[config.mk]
export PLATFORM = sky130hd
export DESIGN_NAME = hex_ascii_frame_receiver
export DESIGN_NICKNAME = d
export VERILOG_FILES = /design/src/rtl/hafr_pkg.sv /design/src/rtl/hafr_fifo.sv /design/src/rtl/hafr_front.sv /design/src/rtl/hafr_back.sv /design/src/rtl/hex_ascii_frame_receiver.sv
export SDC_FILE = /design/constraint.sdc
export NUM_CORES = 1
export LEC_CHECK = 0
export ABC_CLOCK_PERIOD_IN_PS = 5100
export BUFFER_PORTS_ARGS = -buffer_cell sky130_fd_sc_hd__buf_2
export CORE_UTILIZATION = 56
export DETAILED_ROUTE_END_ITERATION = 10
export PLACE_DENSITY = 0.81
export SLEW_MARGIN = 10
export SYNTH_ARGS = -nofsm -noshare
export SYNTH_HDL_FRONTEND = slang
export SYNTH_SLANG_ARGS = --single-unit
[constraint.sdc]
create_clock -name clk -period 5.1 [get_ports clk]
set_input_delay 0.255 -clock clk [delete_from_list [all_inputs] [get_ports clk]]
set_output_delay 0.255 -clock clk [all_outputs]
set_load 0.02 [all_outputs]
[src/rtl/hafr_pkg.sv]
// ----------------------------------------------------------------------------
// hafr_pkg
// shared types, constants and helpers of the hex ascii frame receiver
// ----------------------------------------------------------------------------
package hafr_pkg;

  // framing bytes
  localparam logic [7:0] PREAMBLE_BYTE = 8'hff;
  localparam logic [7:0] OPENING_BYTE  = 8'h10;
  localparam logic [7:0] CLOSING_BYTE  = 8'h11;

  // ascii to nibble offsets
  localparam logic [7:0] ALPHA_FIRST   = 8'h41;
  localparam logic [7:0] ALPHA_OFFSET  = 8'h37;
  localparam logic [7:0] DIGIT_OFFSET  = 8'h30;

  // frame limits
  localparam int unsigned MAX_DATA_BYTES    = 64;
  localparam int unsigned MIN_FRAME_LENGTH  = 8;
  localparam int unsigned MAX_FRAME_LENGTH  = 136;
  localparam int unsigned STORED_DATA_BYTES = 32;
  localparam int unsigned FRAME_OVERHEAD    = 8;

  // queue depths
  localparam int unsigned MID_DEPTH = 2;
  localparam int unsigned OUT_DEPTH = 2;

  // configuration registers
  localparam int unsigned NUM_CFG = 8;
  localparam int unsigned CFG_IW  = 3;
  localparam logic [CFG_IW-1:0] CFG_ADDR_A = 3'd0;
  localparam logic [CFG_IW-1:0] CFG_ADDR_B = 3'd1;
  localparam logic [CFG_IW-1:0] CFG_ADDR_C = 3'd2;
  localparam logic [CFG_IW-1:0] CFG_CMD_A  = 3'd3;
  localparam logic [CFG_IW-1:0] CFG_CMD_B  = 3'd4;
  localparam logic [CFG_IW-1:0] CFG_CMD_C  = 3'd5;
  localparam logic [CFG_IW-1:0] CFG_CMD_D  = 3'd6;
  localparam logic [CFG_IW-1:0] CFG_CMD_E  = 3'd7;

  typedef enum logic [2:0] {
    PH_HUNT,
    PH_START,
    PH_ADDR,
    PH_CMD,
    PH_COUNT,
    PH_CHARS,
    PH_STOP
  } phase_t;

  typedef enum logic [2:0] {
    ST_OK        = 3'd0,
    ST_SHORT     = 3'd1,
    ST_LONG      = 3'd2,
    ST_BAD_ADDR  = 3'd3,
    ST_BAD_CMD   = 3'd4,
    ST_OVER_MAX  = 3'd5,
    ST_BAD_CHECK = 3'd6
  } status_t;

  typedef enum logic {
    KIND_DATA   = 1'b0,
    KIND_STATUS = 1'b1
  } kind_t;

  // work item handed from the parser to the evaluator
  typedef struct packed {
    kind_t      kind;
    logic [7:0] lo_char;
    logic [7:0] hi_char;
    logic [7:0] index;
    logic [7:0] address;
    logic [7:0] command;
    logic [7:0] count;
    logic [7:0] sum;
  } op_t;

  typedef struct packed {
    kind_t      kind;
    logic [7:0] data_byte;
    logic [7:0] data_index;
    logic [7:0] address;
    logic [7:0] command;
    logic [7:0] count;
    status_t    status;
  } result_t;

  function automatic logic [7:0] nibble_of(input logic [7:0] c);
    nibble_of = (c >= ALPHA_FIRST) ? (c - ALPHA_OFFSET) : (c - DIGIT_OFFSET);
  endfunction

  // stray upper bits of the low nibble value pass into the byte
  function automatic logic [7:0] pair_to_byte(input logic [7:0] lo, input logic [7:0] hi);
    logic [7:0] h;
    logic [7:0] l;
    h = nibble_of(hi);
    l = nibble_of(lo);
    pair_to_byte = {h[3:0], 4'h0} | l;
  endfunction

endpackage

[src/rtl/hafr_fifo.sv]
// ----------------------------------------------------------------------------
// hafr_fifo
// small synchronous queue with full and empty flags
// ----------------------------------------------------------------------------
module hafr_fifo #(
  parameter int unsigned WIDTH = 8,
  parameter int unsigned DEPTH = 2
) (
  input  logic             clk,
  input  logic             rst_n,
  input  logic             push,
  input  logic [WIDTH-1:0] wdata,
  output logic             full,
  input  logic             pop,
  output logic [WIDTH-1:0] rdata,
  output logic             empty
);

  localparam int unsigned PW = (DEPTH > 1) ? $clog2(DEPTH) : 1;
  localparam int unsigned CW = $clog2(DEPTH + 1);

  logic [WIDTH-1:0] mem_r [DEPTH];
  logic [PW-1:0]    wr_ptr_r, wr_ptr_nxt;
  logic [PW-1:0]    rd_ptr_r, rd_ptr_nxt;
  logic [CW-1:0]    count_r, count_nxt;
  logic             do_push, do_pop;

  assign full    = (count_r == CW'(DEPTH));
  assign empty   = (count_r == '0);
  assign do_push = push & ~full;
  assign do_pop  = pop & ~empty;
  assign rdata   = mem_r[rd_ptr_r];

  always_comb begin
    wr_ptr_nxt = wr_ptr_r;
    rd_ptr_nxt = rd_ptr_r;
    count_nxt  = count_r;
    if (do_push) begin
      wr_ptr_nxt = (wr_ptr_r == PW'(DEPTH - 1)) ? '0 : wr_ptr_r + 1'b1;
    end
    if (do_pop) begin
      rd_ptr_nxt = (rd_ptr_r == PW'(DEPTH - 1)) ? '0 : rd_ptr_r + 1'b1;
    end
    if (do_push && !do_pop) begin
      count_nxt = count_r + 1'b1;
    end else if (do_pop && !do_push) begin
      count_nxt = count_r - 1'b1;
    end
  end

  always_ff @(posedge clk) begin
    if (!rst_n) begin
      wr_ptr_r <= '0;
      rd_ptr_r <= '0;
      count_r  <= '0;
    end else begin
      wr_ptr_r <= wr_ptr_nxt;
      rd_ptr_r <= rd_ptr_nxt;
      count_r  <= count_nxt;
    end
  end

  always_ff @(posedge clk) begin
    if (do_push) begin
      mem_r[wr_ptr_r] <= wdata;
    end
  end

endmodule

[src/rtl/hafr_front.sv]
// ----------------------------------------------------------------------------
// hafr_front
// frame parser: hunts for the header, tracks characters, builds work items
// ----------------------------------------------------------------------------
module hafr_front (
  input  logic          clk,
  input  logic          rst_n,
  input  logic          byte_valid,
  input  logic [7:0]    rx_byte,
  output logic          op_push,
  output hafr_pkg::op_t op
);

  import hafr_pkg::*;

  phase_t     phase_r, phase_nxt;
  logic [7:0] addr_r, cmd_r, count_r, sum_r, lo_r, chk_hi_r;
  logic [8:0] pos_r;
  logic [8:0] ndata;
  logic       in_data, in_check_lo, data_pair, stored;

  assign ndata       = {count_r, 1'b0};
  assign in_data     = (pos_r < ndata);
  assign in_check_lo = (pos_r == ndata);
  assign data_pair   = in_data & pos_r[0];
  assign stored      = ({1'b0, pos_r[8:1]} < 9'(STORED_DATA_BYTES));

  // next phase
  always_comb begin
    phase_nxt = phase_r;
    if (byte_valid) begin
      unique case (phase_r)
        PH_HUNT:  if (rx_byte == PREAMBLE_BYTE) phase_nxt = PH_START;
        PH_START: phase_nxt = (rx_byte == OPENING_BYTE) ? PH_ADDR : PH_HUNT;
        PH_ADDR:  phase_nxt = PH_CMD;
        PH_CMD:   phase_nxt = PH_COUNT;
        PH_COUNT: phase_nxt = PH_CHARS;
        PH_CHARS: if (pos_r == ndata + 9'd1) phase_nxt = PH_STOP;
        PH_STOP:  phase_nxt = PH_HUNT;
        default:  phase_nxt = PH_HUNT;
      endcase
    end
  end

  // work item output
  always_comb begin
    op_push    = 1'b0;
    op.kind    = KIND_DATA;
    op.lo_char = lo_r;
    op.hi_char = rx_byte;
    op.index   = pos_r[8:1];
    op.address = addr_r;
    op.command = cmd_r;
    op.count   = count_r;
    op.sum     = sum_r;
    if (byte_valid) begin
      unique case (phase_r)
        PH_CHARS: op_push = data_pair & stored;
        PH_STOP: begin
          op_push    = (rx_byte == CLOSING_BYTE);
          op.kind    = KIND_STATUS;
          op.hi_char = chk_hi_r;
        end
        default: op_push = 1'b0;
      endcase
    end
  end

  always_ff @(posedge clk) begin
    if (!rst_n) begin
      phase_r <= PH_HUNT;
    end else begin
      phase_r <= phase_nxt;
    end
  end

  // header and character bookkeeping
  always_ff @(posedge clk) begin
    if (!rst_n) begin
      addr_r   <= '0;
      cmd_r    <= '0;
      count_r  <= '0;
      sum_r    <= '0;
      lo_r     <= '0;
      chk_hi_r <= '0;
      pos_r    <= '0;
    end else if (byte_valid) begin
      unique case (phase_r)
        PH_ADDR: begin
          addr_r <= rx_byte;
          sum_r  <= rx_byte;
        end
        PH_CMD: begin
          cmd_r <= rx_byte;
          sum_r <= sum_r + rx_byte;
        end
        PH_COUNT: begin
          count_r <= rx_byte;
          sum_r   <= sum_r + rx_byte;
          pos_r   <= '0;
        end
        PH_CHARS: begin
          pos_r <= pos_r + 9'd1;
          if (in_data) begin
            sum_r <= sum_r + rx_byte;
            if (!pos_r[0]) begin
              lo_r <= rx_byte;
            end
          end else if (in_check_lo) begin
            lo_r <= rx_byte;
          end else begin
            chk_hi_r <= rx_byte;
          end
        end
        default: ;
      endcase
    end
  end

endmodule

[src/rtl/hafr_back.sv]
// ----------------------------------------------------------------------------
// hafr_back
// evaluator: decodes data pairs, checks the frame at its stop byte
// ----------------------------------------------------------------------------
module hafr_back (
  input  logic                          clk,
  input  logic                          rst_n,
  input  logic                          cfg_wr_en,
  input  logic [hafr_pkg::CFG_IW-1:0]   cfg_index,
  input  logic [7:0]                    cfg_data,
  input  hafr_pkg::op_t                 op,
  output hafr_pkg::result_t             res
);

  import hafr_pkg::*;

  logic [7:0] cfg_r [NUM_CFG];
  logic [7:0] decoded;
  logic [7:0] expect_sum;
  logic [9:0] frame_len;
  logic       addr_ok, cmd_ok;
  status_t    st;

  always_ff @(posedge clk) begin
    if (!rst_n) begin
      for (int i = 0; i < NUM_CFG; i++) begin
        cfg_r[i] <= '0;
      end
    end else if (cfg_wr_en) begin
      cfg_r[cfg_index] <= cfg_data;
    end
  end

  assign decoded    = pair_to_byte(op.lo_char, op.hi_char);
  assign expect_sum = 8'd0 - op.sum;
  assign frame_len  = 10'(FRAME_OVERHEAD) + {1'b0, op.count, 1'b0};
  assign addr_ok    = (op.address == cfg_r[CFG_ADDR_A]) || (op.address == cfg_r[CFG_ADDR_B])
                   || (op.address == cfg_r[CFG_ADDR_C]);
  assign cmd_ok     = (op.command == cfg_r[CFG_CMD_A]) || (op.command == cfg_r[CFG_CMD_B])
                   || (op.command == cfg_r[CFG_CMD_C]) || (op.command == cfg_r[CFG_CMD_D])
                   || (op.command == cfg_r[CFG_CMD_E]);

  // first failing check wins
  always_comb begin
    priority if (frame_len < 10'(MIN_FRAME_LENGTH)) begin
      st = ST_SHORT;
    end else if (frame_len > 10'(MAX_FRAME_LENGTH)) begin
      st = ST_LONG;
    end else if (!addr_ok) begin
      st = ST_BAD_ADDR;
    end else if (!cmd_ok) begin
      st = ST_BAD_CMD;
    end else if ({1'b0, op.count} > 9'(MAX_DATA_BYTES)) begin
      st = ST_OVER_MAX;
    end else if (decoded != expect_sum) begin
      st = ST_BAD_CHECK;
    end else begin
      st = ST_OK;
    end
  end

  always_comb begin
    res.kind    = op.kind;
    res.address = op.address;
    res.command = op.command;
    res.count   = op.count;
    if (op.kind == KIND_STATUS) begin
      res.data_byte  = '0;
      res.data_index = '0;
      res.status     = st;
    end else begin
      res.data_byte  = decoded;
      res.data_index = op.index;
      res.status     = ST_OK;
    end
  end

endmodule

[src/rtl/hex_ascii_frame_receiver.sv]
// ----------------------------------------------------------------------------
// hex_ascii_frame_receiver
// byte-serial frame receiver for ascii-hex encoded frames
// ----------------------------------------------------------------------------
// usage
//   input channel: push a received byte on in_rx_byte with in_push; the
//   beat is taken when in_full is low; one per cycle if out_pop keeps up.
//   result channel: while out_empty is low the oldest result sits on the
//   out_ ports; out_pop takes it. a data result comes for each decoded data
//   byte below the stored limit, a status result at each good stop byte.
//   framing errors drop the frame with no result, the parser hunts again.
//   path: the edge that takes a byte writes its work item into the work
//   queue; the result enters the result queue when that item is popped.
//   throughput: one byte per cycle while out_pop keeps up; both queues
//   are two entries deep by default.
//   stall: if out_pop stays low the result queue fills, then the work
//   queue, and in_full rises; nothing is lost.
//   configuration: cfg_wr_en writes cfg_data into register cfg_index
//   (addresses a..c, then commands a..e); write only while idle.
//   reset: rst_n low clears the queues, the parser (hunting) and the
//   configuration registers to zero.
// ----------------------------------------------------------------------------
module hex_ascii_frame_receiver #(
  parameter int unsigned MID_DEPTH = hafr_pkg::MID_DEPTH,
  parameter int unsigned OUT_DEPTH = hafr_pkg::OUT_DEPTH
) (
  input  logic                        clk,
  input  logic                        rst_n,
  // input channel
  input  logic                        in_push,
  output logic                        in_full,
  input  logic [7:0]                  in_rx_byte,
  // result channel
  output logic                        out_empty,
  input  logic                        out_pop,
  output logic                        out_kind,
  output logic [7:0]                  out_data_byte,
  output logic [7:0]                  out_data_index,
  output logic [7:0]                  out_frame_address,
  output logic [7:0]                  out_frame_command,
  output logic [7:0]                  out_frame_count,
  output logic [2:0]                  out_status,
  // configuration port
  input  logic                        cfg_wr_en,
  input  logic [hafr_pkg::CFG_IW-1:0] cfg_index,
  input  logic [7:0]                  cfg_data
);

  import hafr_pkg::*;

  logic    byte_valid;
  logic    op_push, mid_full, mid_empty, mid_pop;
  op_t     op_in, op_head;
  result_t res, res_head;
  logic    out_full;

  // a beat is taken whenever the work queue has room
  assign in_full    = mid_full;
  assign byte_valid = in_push & ~mid_full;

  // parser
  hafr_front u_front (
    .clk        (clk),
    .rst_n      (rst_n),
    .byte_valid (byte_valid),
    .rx_byte    (in_rx_byte),
    .op_push    (op_push),
    .op         (op_in)
  );

  // work queue between parser and evaluator
  hafr_fifo #(
    .WIDTH ($bits(op_t)),
    .DEPTH (MID_DEPTH)
  ) u_mid_q (
    .clk   (clk),
    .rst_n (rst_n),
    .push  (op_push),
    .wdata (op_in),
    .full  (mid_full),
    .pop   (mid_pop),
    .rdata (op_head),
    .empty (mid_empty)
  );

  // evaluator works on the queue head whenever the result queue has room
  assign mid_pop = ~mid_empty & ~out_full;

  hafr_back u_back (
    .clk       (clk),
    .rst_n     (rst_n),
    .cfg_wr_en (cfg_wr_en),
    .cfg_index (cfg_index),
    .cfg_data  (cfg_data),
    .op        (op_head),
    .res       (res)
  );

  // result queue, registered toward the consumer
  hafr_fifo #(
    .WIDTH ($bits(result_t)),
    .DEPTH (OUT_DEPTH)
  ) u_out_q (
    .clk   (clk),
    .rst_n (rst_n),
    .push  (mid_pop),
    .wdata (res),
    .full  (out_full),
    .pop   (out_pop),
    .rdata (res_head),
    .empty (out_empty)
  );

  assign out_kind          = res_head.kind;
  assign out_data_byte     = res_head.data_byte;
  assign out_data_index    = res_head.data_index;
  assign out_frame_address = res_head.address;
  assign out_frame_command = res_head.command;
  assign out_frame_count   = res_head.count;
  assign out_status        = res_head.status;

endmodule
==> results of run 1 <==
-- sequential cells by signal (all words and copies together), names as in the netlist, named ones only --
signal,flops
u_mid_q.count_r,2
u_mid_q.rd_ptr_r,1
u_front.count_r,8
u_out_q.mem_r,88
u_mid_q.mem_r,114
u_front.phase_r,3
u_front.addr_r,8
u_front.pos_r,9
u_out_q.wr_ptr_r,1
u_front.lo_r,8
u_out_q.count_r,2
u_front.chk_hi_r,8
u_back.cfg_r,64
u_out_q.rd_ptr_r,1
u_front.cmd_r,8
u_front.sum_r,8
u_mid_q.wr_ptr_r,1
-- stage by stage --
stage	hold slack (ps)	setup WS, ps
after global placement	427	1760
after global routing	83.1	1410
final	92.2	1620
after detailed placement	435	1640
after floorplan	399	281
after CTS	65.3	1630
-- critical path, stage by stage, from the launching register on --
cell and delay (ps):
dfxtp_1 450, ha_1 300, nor2b_1 140, o21a_1 160, o21a_1 160, o21ai_0 160, a21oi_1 190, o31ai_1 470
and2_2 750, buf_4 370
-- final cells by class --
type,count,share of cell area
Tap cell,341,0.0252
Clock inverter,18,0.00762
Timing Repair Buffer,77,0.0254
Sequential cell,336,0.555
Multi-Input combinational cell,741,0.325
Clock buffer,39,0.0501
Inverter,50,0.0111
-- worst paths after layout --
path,start,endpoint,cells after the start
worst max register to register,u_front.pos_r[2],u_mid_q.mem_r[1][10],9
worst max-delay path,u_front.pos_r[2],u_mid_q.mem_r[1][10],9
worst min register to register,u_front.lo_r[2],u_mid_q.mem_r[1][50],0
worst min-delay path,in_rx_byte[1],u_front.lo_r[1],3
-- cells in the mapped netlist, types with 3 or more instances --
| master | count | share of area |
|---|---|---|
| nor2_1 | 97 | 0.024 |
| mux2i_1 | 65 | 0.043 |
| nand2b_1 | 9 | 0.0037 |
| nor2b_1 | 11 | 0.0045 |
| buf_4 | 3 | 0.0015 |
| edfxtp_1 | 266 | 0.52 |
| nor3_1 | 13 | 0.0043 |
| o22ai_1 | 3 | 0.0012 |
| mux2i_2 | 7 | 0.0063 |
| o21ai_0 | 39 | 0.013 |
| a21oi_1 | 42 | 0.014 |
| inv_1 | 47 | 0.012 |
| o21ai_1 | 3 | 0.00098 |
| mux2i_4 | 6 | 0.0088 |
| and3b_1 | 3 | 0.0017 |
| nand4_1 | 21 | 0.0086 |
| nor4_1 | 9 | 0.0037 |
| buf_12 | 3 | 0.0039 |
| dfxtp_1 | 70 | 0.092 |
| a311oi_1 | 3 | 0.0017 |
| nand3_1 | 28 | 0.0092 |
| ha_1 | 30 | 0.025 |
| o21a_1 | 5 | 0.0025 |
| a21o_1 | 6 | 0.0029 |
| xnor2_1 | 39 | 0.022 |
| nor3b_1 | 4 | 0.0020 |
| a211oi_1 | 4 | 0.0020 |
| nand2_1 | 45 | 0.011 |
| mux2_2 | 56 | 0.041 |
| and2_1 | 66 | 0.027 |
| a31oi_1 | 6 | 0.0025 |
| a21boi_0 | 3 | 0.0015 |
| xor2_1 | 63 | 0.036 |
| clkbuf_1 | 26 | 0.0064 |
| or3_1 | 11 | 0.0045 |
-- where the power goes --
| part | total, W | switching, W | internal, W |
|---|---|---|---|
| logic | 0.00150 | 0.000888 | 0.000614 |
| registers | 0.00346 | 0.000164 | 0.00329 |
| clock network | 0.00219 | 0.000961 | 0.00123 |
-- kinds of logic after synthesis --
family,after synthesis,synth area share
xor+xnor,102,0.0584
flops,336,0.614
fa+ha+maj,31,0.0258
buf+inv,89,0.0277
compound gates,137,0.0577
mux,136,0.101
simple gates,335,0.115
-- placed cells by master (no fill, tap or decap), types with 9 or more instances in the layout --
cell type / Yosys / final
a21oi_1: 42 / 42
and2_1: 66 / 65
buf_2: 2 / 69
clkbuf_16: 0 / 32
dfxtp_1: 70 / 68
edfxtp_1: 266 / 266
ha_1: 30 / 30
inv_1: 47 / 47
mux2_2: 56 / 56
mux2i_1: 65 / 65
nand2_1: 45 / 45
nand2b_1: 9 / 9
nand3_1: 28 / 28
nand4_1: 21 / 21
nor2_1: 97 / 95
nor2b_1: 11 / 10
nor3_1: 13 / 13
nor4_1: 9 / 9
o21ai_0: 39 / 39
or3_1: 11 / 11
xnor2_1: 39 / 39
xor2_1: 63 / 63
-- layer usage --
layer,vias up,GRT usage,routed length (um)
met5,-,0,0
met4,0,0.0646,664
met3,53,0.0312,2020
met2,286,0.355,14200
met1,4362,0.293,13200
li1,4381,-,-
==> out/metrics.yaml, run 1 <==
n_fill_cell: 1963
start_util: 0.569
dr.pass1.iters: 5
cp.required_ps: 5330
maxCapViolCount: 0
grt_antenna_before_repair: 0
dr.first_iter.drc_count: 771
coreArea_um2: 26900
grt_max_degree: 63
avgViaCountPerCell: 5.67
status: "finished, final reports clean"
drc_errors: 0
core.rowCount: 60
setup_viol: 0
place_area_um2: 15900
die_height_um: 167
final_core_util: 0.630
ctsHoldBuffers: 0
leakagePower_nw: 6.05
synth_edf_count: 266
io_pins: 70
seq_area_um2: 9390
path_max_fanout: 30
synth.avg_cell_area_um2: 13.1
multi_input_comb_area_um2: 5510
cts_resized: 0
finalMaxSlewViolations: 0
synth_ff_type: "edfxtp_1"
post-route-period-util: 0.683
cts_max_level: 1
async_flop_share: 0
fin_cells: 1602
dp_hpwl_um: 20300
ant_nets: 0
final_hold_viol_count: 0
dieWidth_um: 167
grt_use_total: 0.214
yosys_warnings: 0
grt_first_pass_wirelength_um: 46800
worst_hold_path_type: "input pin to register"
portBuffers: 69
diodes: 0
cts_buffers: 31
tightest_slew_ps: 1120
syn-cell-area_um2: 15300
final_nets: 1292
numClockSinks: 336
avgRoutedWirePerCell_um: 18.8
relSlewSlack: 0.252
fin_area_um2: 16900
grt_pass1_vias: 8861
place_inst: 1545
finClkSkew_ps: 11.7
drive_gt1_frac: 0.174
clk_path_buf_depth: 3
clk_pin_slew_ps: 60
cts_tree: "done"
ir_drop_mv: 0.263
cp.arrival_ps: 3710
r2r_slack_ps: 1620
min_period_ps: 3480
post-cts-setup-buffers: 0
wl_um: 30100
worstSkewPairLatency_ps: 550
grt_setup_unrepaired: "no"
syn_nets: 1221
crit_type: "register to register"
dieArea_um2: 28000
worstSetupEndpointType: "register"
power.density_nw_per_um2: 423
vias: 9082
power_w: 0.00715
syn_to_final_growth_pct: 10.6
overflow: 0
finalSetupTns_ps: 0
fmax_mhz: 287
startpoint_type: "register"
clk_root_buffer_cell: "clkbuf_16"
gp_congestion: 0.910
synth_seq_area_share: 0.614
synth_cells: 1166
ys_types: 79
ys_seq_elements: 336
Power figures use the tool's default switching activity.
==> run 2: changes to the inputs <==
--- a/config.mk
+++ b/config.mk
@@ -5,11 +5,12 @@
 export SDC_FILE = /design/constraint.sdc
 export NUM_CORES = 1
 export LEC_CHECK = 0
-export ABC_CLOCK_PERIOD_IN_PS = 5100
+export ABC_AREA = 1
+export ABC_CLOCK_PERIOD_IN_PS = 3200
 export BUFFER_PORTS_ARGS = -buffer_cell sky130_fd_sc_hd__buf_2
-export CORE_UTILIZATION = 56
+export CORE_UTILIZATION = 55
 export DETAILED_ROUTE_END_ITERATION = 10
-export PLACE_DENSITY = 0.81
+export PLACE_DENSITY = 0.79
 export SLEW_MARGIN = 10
 export SYNTH_ARGS = -nofsm -noshare
 export SYNTH_HDL_FRONTEND = slang
==> constraint.sdc (replaced) <==
create_clock -name clk -period 3.2 [get_ports clk]
set_input_delay 0.16 -clock clk [delete_from_list [all_inputs] [get_ports clk]]
set_output_delay 0.16 -clock clk [all_outputs]
set_load 0.02 [all_outputs]
==> run 2 against run 1 <==
Against the previous run:
- clock skew rose by 12 ps
- total power rose by 88%
- non-clock buffer count rose by 8
- critical path type unchanged
- critical endpoint is now u_mid_q.count_r[1]
- largest cell class unchanged
- highest routed layer unchanged
==> out/metrics.yaml, run 2 <==
top_register: "u_mid_q.mem_r"
syn_nets: 1460  # +20%
leakagePower_nw: 6.71  # +11%
ir_drop_mv: 0.331  # +26%
syn_to_final_growth_pct: 12.8
grt_pass1_vias: 9768  # +10%
cts_resized: 0  # unchanged
cts_tree: "done"
portBuffers: 69  # unchanged
coreArea_um2: 26800  # -0.28%
maxCapViolCount: 0  # unchanged
synth_seq_area_share: 0.627  # +0.0135
vias: 10283  # +13%
grt_use_total: 0.230  # +0.0166
clk_pin_slew_ps: 60  # about the same
yosysTopAreaCellShare: 0.534  # +0.0115
dr.pass1.iters: 7  # +2
largest_register_ffs: 114  # unchanged
drc_errors: 0  # unchanged
met2_usage: 0.366  # +0.0116
finalSetupTns_ps: 0  # unchanged
dr.first_iter.drc_count: 917  # +19%
dieArea_um2: 27900  # -0.36%
fin_area_um2: 16900  # -0.24%
async_flop_share: 0  # unchanged
worstSkewPairLatency_ps: 520  # -30 ps
ant_nets: 0  # unchanged
avgViaCountPerCell: 5.53  # -2.5%
path_max_fanout: 8  # -73%
yosysTopAreaCell: "edfxtp_1"
grt-busiest-layer: "met2"
place_area_um2: 15800  # -1.2%
power.density_nw_per_um2: 797  # +89%
min_period_ps: 2750  # -733 ps
fmax_mhz: 363  # +27%
synth_edf_count: 266  # unchanged
grt_first_pass_wirelength_um: 50100  # +7.1%
final_cell_mix: "nand2_1 (287), edfxtp_1 (266), nor2_1 (138)"
drive_gt1_frac: 0.147  # -0.0271
start_util: 0.558  # -0.0107
met1_usage: 0.312  # +0.0194
finalMaxSlewViolations: 0  # unchanged
relSlewSlack: 0.281  # +0.0291
crit_type: "register to register"
final_common_cell: "nand2_1"
synth.avg_cell_area_um2: 10.7  # -19%
r2r_cells: 15  # +6
cp.required_ps: 3600  # -1730 ps
avgRoutedWirePerCell_um: 17.1  # -8.7%
power_frac_comb: 0.280  # +0.070
synth.area.top_cells: "edfxtp_1 (53%), dfxtp_1 (9.4%), nand2_1 (7.2%)"
gp_congestion: 0.851  # -6.5%
dieWidth_um: 167  # -0.18%
grt_antenna_before_repair: 0  # unchanged
overflow: 0  # unchanged
synth_commonest_cells: "nand2_1 (287), edfxtp_1 (266), nor2_1 (142)"
worst_hold_path_type: "input pin to register"
startpoint_type: "register"
final_hold_viol_count: 0  # unchanged
die_height_um: 167  # -0.18%
power.switching_w: 0.00439  # +120%
synth_most_common_cell: "nand2_1"
hold_depth: 3  # unchanged
final_nets: 1549  # +20%
wl_um: 31900  # +6.1%
core.rowCount: 60  # unchanged
cts_buffers: 34  # +9.7%
seqPwrFrac: 0.427  # -0.056
io_pins: 70  # unchanged
post-route-period-util: 0.860  # +0.176
largestRegisters: "u_mid_q.mem_r x114, u_out_q.mem_r x88, u_back.cfg_r x64"
post-cts-setup-buffers: 0  # unchanged
cp.arrival_ps: 3150  # -560 ps
clock_power_share: 0.294  # -0.013
syn-cell-area_um2: 15000  # -2.2%
synth_cells: 1405  # +20%
numClockSinks: 336  # unchanged
ys_types: 46  # -42%
finClkSkew_ps: 23.7  # +12.0 ps
clk_path_buf_depth: 3  # unchanged
swShare: 0.326  # +0.0450
yosys_warnings: 0  # unchanged
synth_ff_type: "edfxtp_1"
internal_power_w: 0.00906  # +76%
setup_viol: 0  # unchanged
diodes: 0  # unchanged
ys_seq_elements: 336  # unchanged
tightest_slew_ps: 1080  # -47.6 ps
layout_setup_ws_ps: 449  # -1170 ps
grt_max_degree: 62  # -1.6%
met3_usage: 0.0456  # +0.0144
pre_cts_slack_ps: 496  # -1150 ps
status: "finished, final reports clean"
worstSetupEndpointType: "register"
clk_root_buffer_cell: "clkbuf_16"
grt_setup_unrepaired: "no"
n_fill_cell: 1955  # -0.41%
hold_slack_ps: 28.6  # -63.7 ps
cts_max_level: 2  # +1
dp_hpwl_um: 21200  # +4.1%
run 2: changes by cell type after synthesis, moves of 18 or more:
cell	previous run	this run
nand3_1	28	46
and2_1	66	1
mux2i_1	65	1
inv_1	47	134
nor2_1	97	142
xor2_1	63	38
a21oi_1	42	72
nand2_1	45	287
o21ai_0	39	81
run 2: repair_timing:
item | 4_1_cts | 5_1_grt
endpoints found under the hold margin | 1 | 0
endpoints found under the setup margin | 0 | 0
hold buffers | 1 | 0
run 2: power groups by stage:
stage,combinational [W],clock [W],sequential (W)
6_report,0.00376,0.00395,0.00574
5_1_grt,0.00414,0.00415,0.00579
4_1_cts,0.00376,0.00397,0.00574
3_5_place_dp,0.00372,0,0.00583
3_3_place_gp,0.00362,0,0.00578
2_1_floorplan,0.00272,0,0.00573
run 2: final cells by class:
class                           instances  area (um2)  share of cell area
Sequential cell                       336        9390               0.556
Clock inverter                         18         184              0.0109
Multi-Input combinational cell        894        4920               0.291
Clock buffer                           44         930              0.0551
Timing Repair Buffer                   85         493              0.0292
Inverter                              143         537              0.0318
Tap cell                              341         427              0.0253
run 2: critical path: stages, from the launching register on:
cell,delay [ps]
dfxtp_1,490
ha_1,320
a21oi_1,130
nor2_1,60
a211oi_1,210
nand2_1,140
nor2_1,140
nand3_1,90
o21ai_0,90
nand2_1,180
inv_1,120
ha_1,250
a21oi_1,110
o21ai_0,110
o21ai_0,150
a21oi_1,50
run 2: per-layer routing:
metal	wire, um	share of wire	vias up
li1	-	-	4943
met1	13500	0.42	4806
met2	14600	0.46	456
met3	2780	0.087	78
met4	997	0.031	0
met5	0	0	-
run 2: metrics by stage:
stage          utilization  instances  total power (W)
2_1_floorplan            -       1405          0.00845
5_1_grt              0.630       1861           0.0141
4_1_cts              0.630       1861           0.0135
6_report             0.630       1861           0.0135
3_3_place_gp         0.588       1798          0.00940
3_5_place_dp         0.588       1798          0.00955
run 2: cells by family after synthesis:
logic type      after synthesis  synth area share
simple gates                552             0.156
flops                       336             0.627
mux                          45            0.0338
xor+xnor                     71            0.0415
compound gates              195            0.0694
fa+ha+maj                    31            0.0264
buf+inv                     175            0.0460
run 2: final timing paths:
kind	start	end	slack, ps
worst min-delay path	in_rx_byte[4]	u_front.lo_r[4]	30
worst max register to register	u_front.pos_r[6]	u_mid_q.count_r[1]	450
worst max-delay path	u_front.pos_r[6]	u_mid_q.count_r[1]	450
worst min register to register	u_front.addr_r[0]	u_mid_q.mem_r[1][24]	450
==> run 3: changes to the inputs <==
--- a/config.mk
+++ b/config.mk
@@ -11,6 +11,7 @@
 export CORE_UTILIZATION = 55
 export DETAILED_ROUTE_END_ITERATION = 10
 export PLACE_DENSITY = 0.79
+export REMOVE_ABC_BUFFERS = 1
 export SLEW_MARGIN = 10
 export SYNTH_ARGS = -nofsm -noshare
 export SYNTH_HDL_FRONTEND = slang
==> run 3 against run 2 <==
Against the previous run:
- non-clock buffer count grew 2
- clock-buffer cell count grew 1
- combinational power shrank 2%
- critical endpoint is now u_mid_q.mem_r[1][7]
- largest cell class unchanged
==> out/metrics.yaml, run 3 (same netlist as run 2, synthesis figures left out) <==
dr.first_iter.drc_count: 902  # -1.6%
leakagePower_nw: 6.71  # about the same
io_pins: 70  # unchanged
crit_type: "register to register"
path_max_fanout: 24  # +16
grt_use_total: 0.224  # -0.00628
cts_max_level: 2  # unchanged
gp_congestion: 0.851  # about the same
clk_path_buf_depth: 3  # unchanged
cts_resized: 0  # unchanged
start_util: 0.558  # unchanged
final_cell_mix: "nand2_1 (287), edfxtp_1 (266), nor2_1 (138)"
finalMaxSlewViolations: 0  # unchanged
multi_input_comb_area_um2: 4920  # unchanged
fin_cells: 1865  # +0.21%
min_period_ps: 2730  # -23.0 ps
cp_slowest_cell: "dfxtp_1"
avgRoutedWirePerCell_um: 16.4  # -4.2%
syn_to_final_growth_pct: 12.9
worstSetupEndpointType: "register"
power.density_nw_per_um2: 787  # -1.2%
coreArea_um2: 26800  # unchanged
ant_nets: 0  # unchanged
finClkSkew_ps: 24.7  # +1.04 ps
crit_path_max_incr_delay_ps: 450  # -40 ps
dieWidth_um: 167  # unchanged
cts_tree: "done"
dr.pass1.iters: 5  # -2
diodes: 0  # unchanged
status: "finished, final reports clean"
ir_drop_mv: 0.473  # +43%
final_common_cell: "nand2_1"
portBuffers: 69  # unchanged
post-cts-setup-buffers: 0  # unchanged
ctsHoldBuffers: 1  # unchanged
grt_antenna_before_repair: 0  # unchanged
seq_area_um2: 9390  # unchanged
clk_root_buffer_cell: "clkbuf_16"
drc_errors: 0  # unchanged
grt_setup_unrepaired: "no"
n_fill_cell: 2007  # +2.7%
worstSkewPairLatency_ps: 520  # about the same
drive_gt1_frac: 0.150  # +0.00289
setup_viol: 0  # unchanged
numClockSinks: 336  # unchanged
cp.required_ps: 3410  # -190 ps
overflow: 0  # unchanged
largest_register_ffs: 114  # unchanged
tightest_slew_ps: 922  # -153 ps
dieArea_um2: 27900  # unchanged
crit_path_frequent_cell: "nand2_1"
die_height_um: 167  # unchanged
vias: 10067  # -2.1%
worst_hold_path_type: "input pin to register"
grt_first_pass_wirelength_um: 49300  # -1.7%
avgViaCountPerCell: 5.40  # -2.3%
place_inst: 1800  # +0.11%
startpoint_type: "register"
final_core_util: 0.631  # +0.000654
maxCapViolCount: 0  # unchanged
final_nets: 1552  # +0.19%
clk_pin_slew_ps: 60  # about the same
post-route-period-util: 0.853  # -0.00720
top_register: "u_mid_q.mem_r"
largestRegisters: "u_mid_q.mem_r x114, u_out_q.mem_r x88, u_back.cfg_r x64"
grt_pass1_vias: 9731  # -0.38%
final_hold_viol_count: 0  # unchanged
cp.arrival_ps: 2940  # -210 ps
relSlewSlack: 0.383  # +0.102
wl_um: 30600  # -4.0%
critPathBufInv: 1  # unchanged
cts_buffers: 35  # +2.9%
fmax_mhz: 367  # +0.84%
grt_max_degree: 70  # +13%
core.rowCount: 60  # unchanged
dp_hpwl_um: 20000  # -5.3%
cp_top_family: "simple AND/OR/NAND/NOR gates"
worstPathCellList: "ha_1 > a21oi_1 > o21ai_0 > a21o_1 > nand2_1 > nand2_1 > nor2_1 > nand3_1 > o21ai_0 > nand2_1 > nor2_4 > buf_12"
[run 3: cell types whose count changed in the layout (fill, tap and decap cells not counted), sizes merged]
cell / before / now
clkinvlp: 1 / 3
clkinv: 11 / 9
buf: 84 / 86
bufinv: 3 / 2
clkbuf: 44 / 45
inv: 146 / 148
[run 3: layout make-up]
class                   count  area share
inverters                 143      0.0318
well taps                 341      0.0252
multi-input cells         894       0.291
repair buffers             87      0.0308
clock inverters            19      0.0101
flip-flops and latches    336       0.556
clock buffers              45      0.0552
[run 3: where the power goes]
part           leakage, nW  switching (W)  internal, W
Clock                0.536        0.00165      0.00225
Combinational         3.08        0.00241      0.00126
Sequential            3.10       0.000259      0.00548
[run 3: worst paths after layout]
path,slack (ps),endpoint,start,depth (start not counted)
worst max-delay path,470,u_mid_q.mem_r[1][7],u_front.pos_r[3],12
worst max register to register,470,u_mid_q.mem_r[1][7],u_front.pos_r[3],12
worst min-delay path,40,u_front.sum_r[5],in_rx_byte[5],3
worst min register to register,450,u_mid_q.mem_r[0][17],u_front.cmd_r[1],0
[run 3: layer usage]
layer | up-vias | track usage | part of all wire
met5 | - | 0 | 0
met1 | 4706 | 0.299 | 0.44
met3 | 69 | 0.0307 | 0.060
met4 | 0 | 0.0849 | 0.027
li1 | 4951 | - | -
met2 | 341 | 0.373 | 0.48
[run 3: worst min-delay path: stages]
cell and delay [ps]:
buf_2 150, nand3_1 100, a31oi_1 80
[run 3: stage by stage]
stage	setup slack [ps]	setup TNS, ps	area (um2)	hold slack [ps]	total power, W
2_1_floorplan	-1140	-135420	14800	296	0.00837
3_3_place_gp	628	0	15800	429	0.00935
3_5_place_dp	518	0	15800	437	0.00948
4_1_cts	507	0	16900	18.9	0.0134
5_1_grt	204	0	16900	39.5	0.0140
6_report	472	0	16900	36.9	0.0133
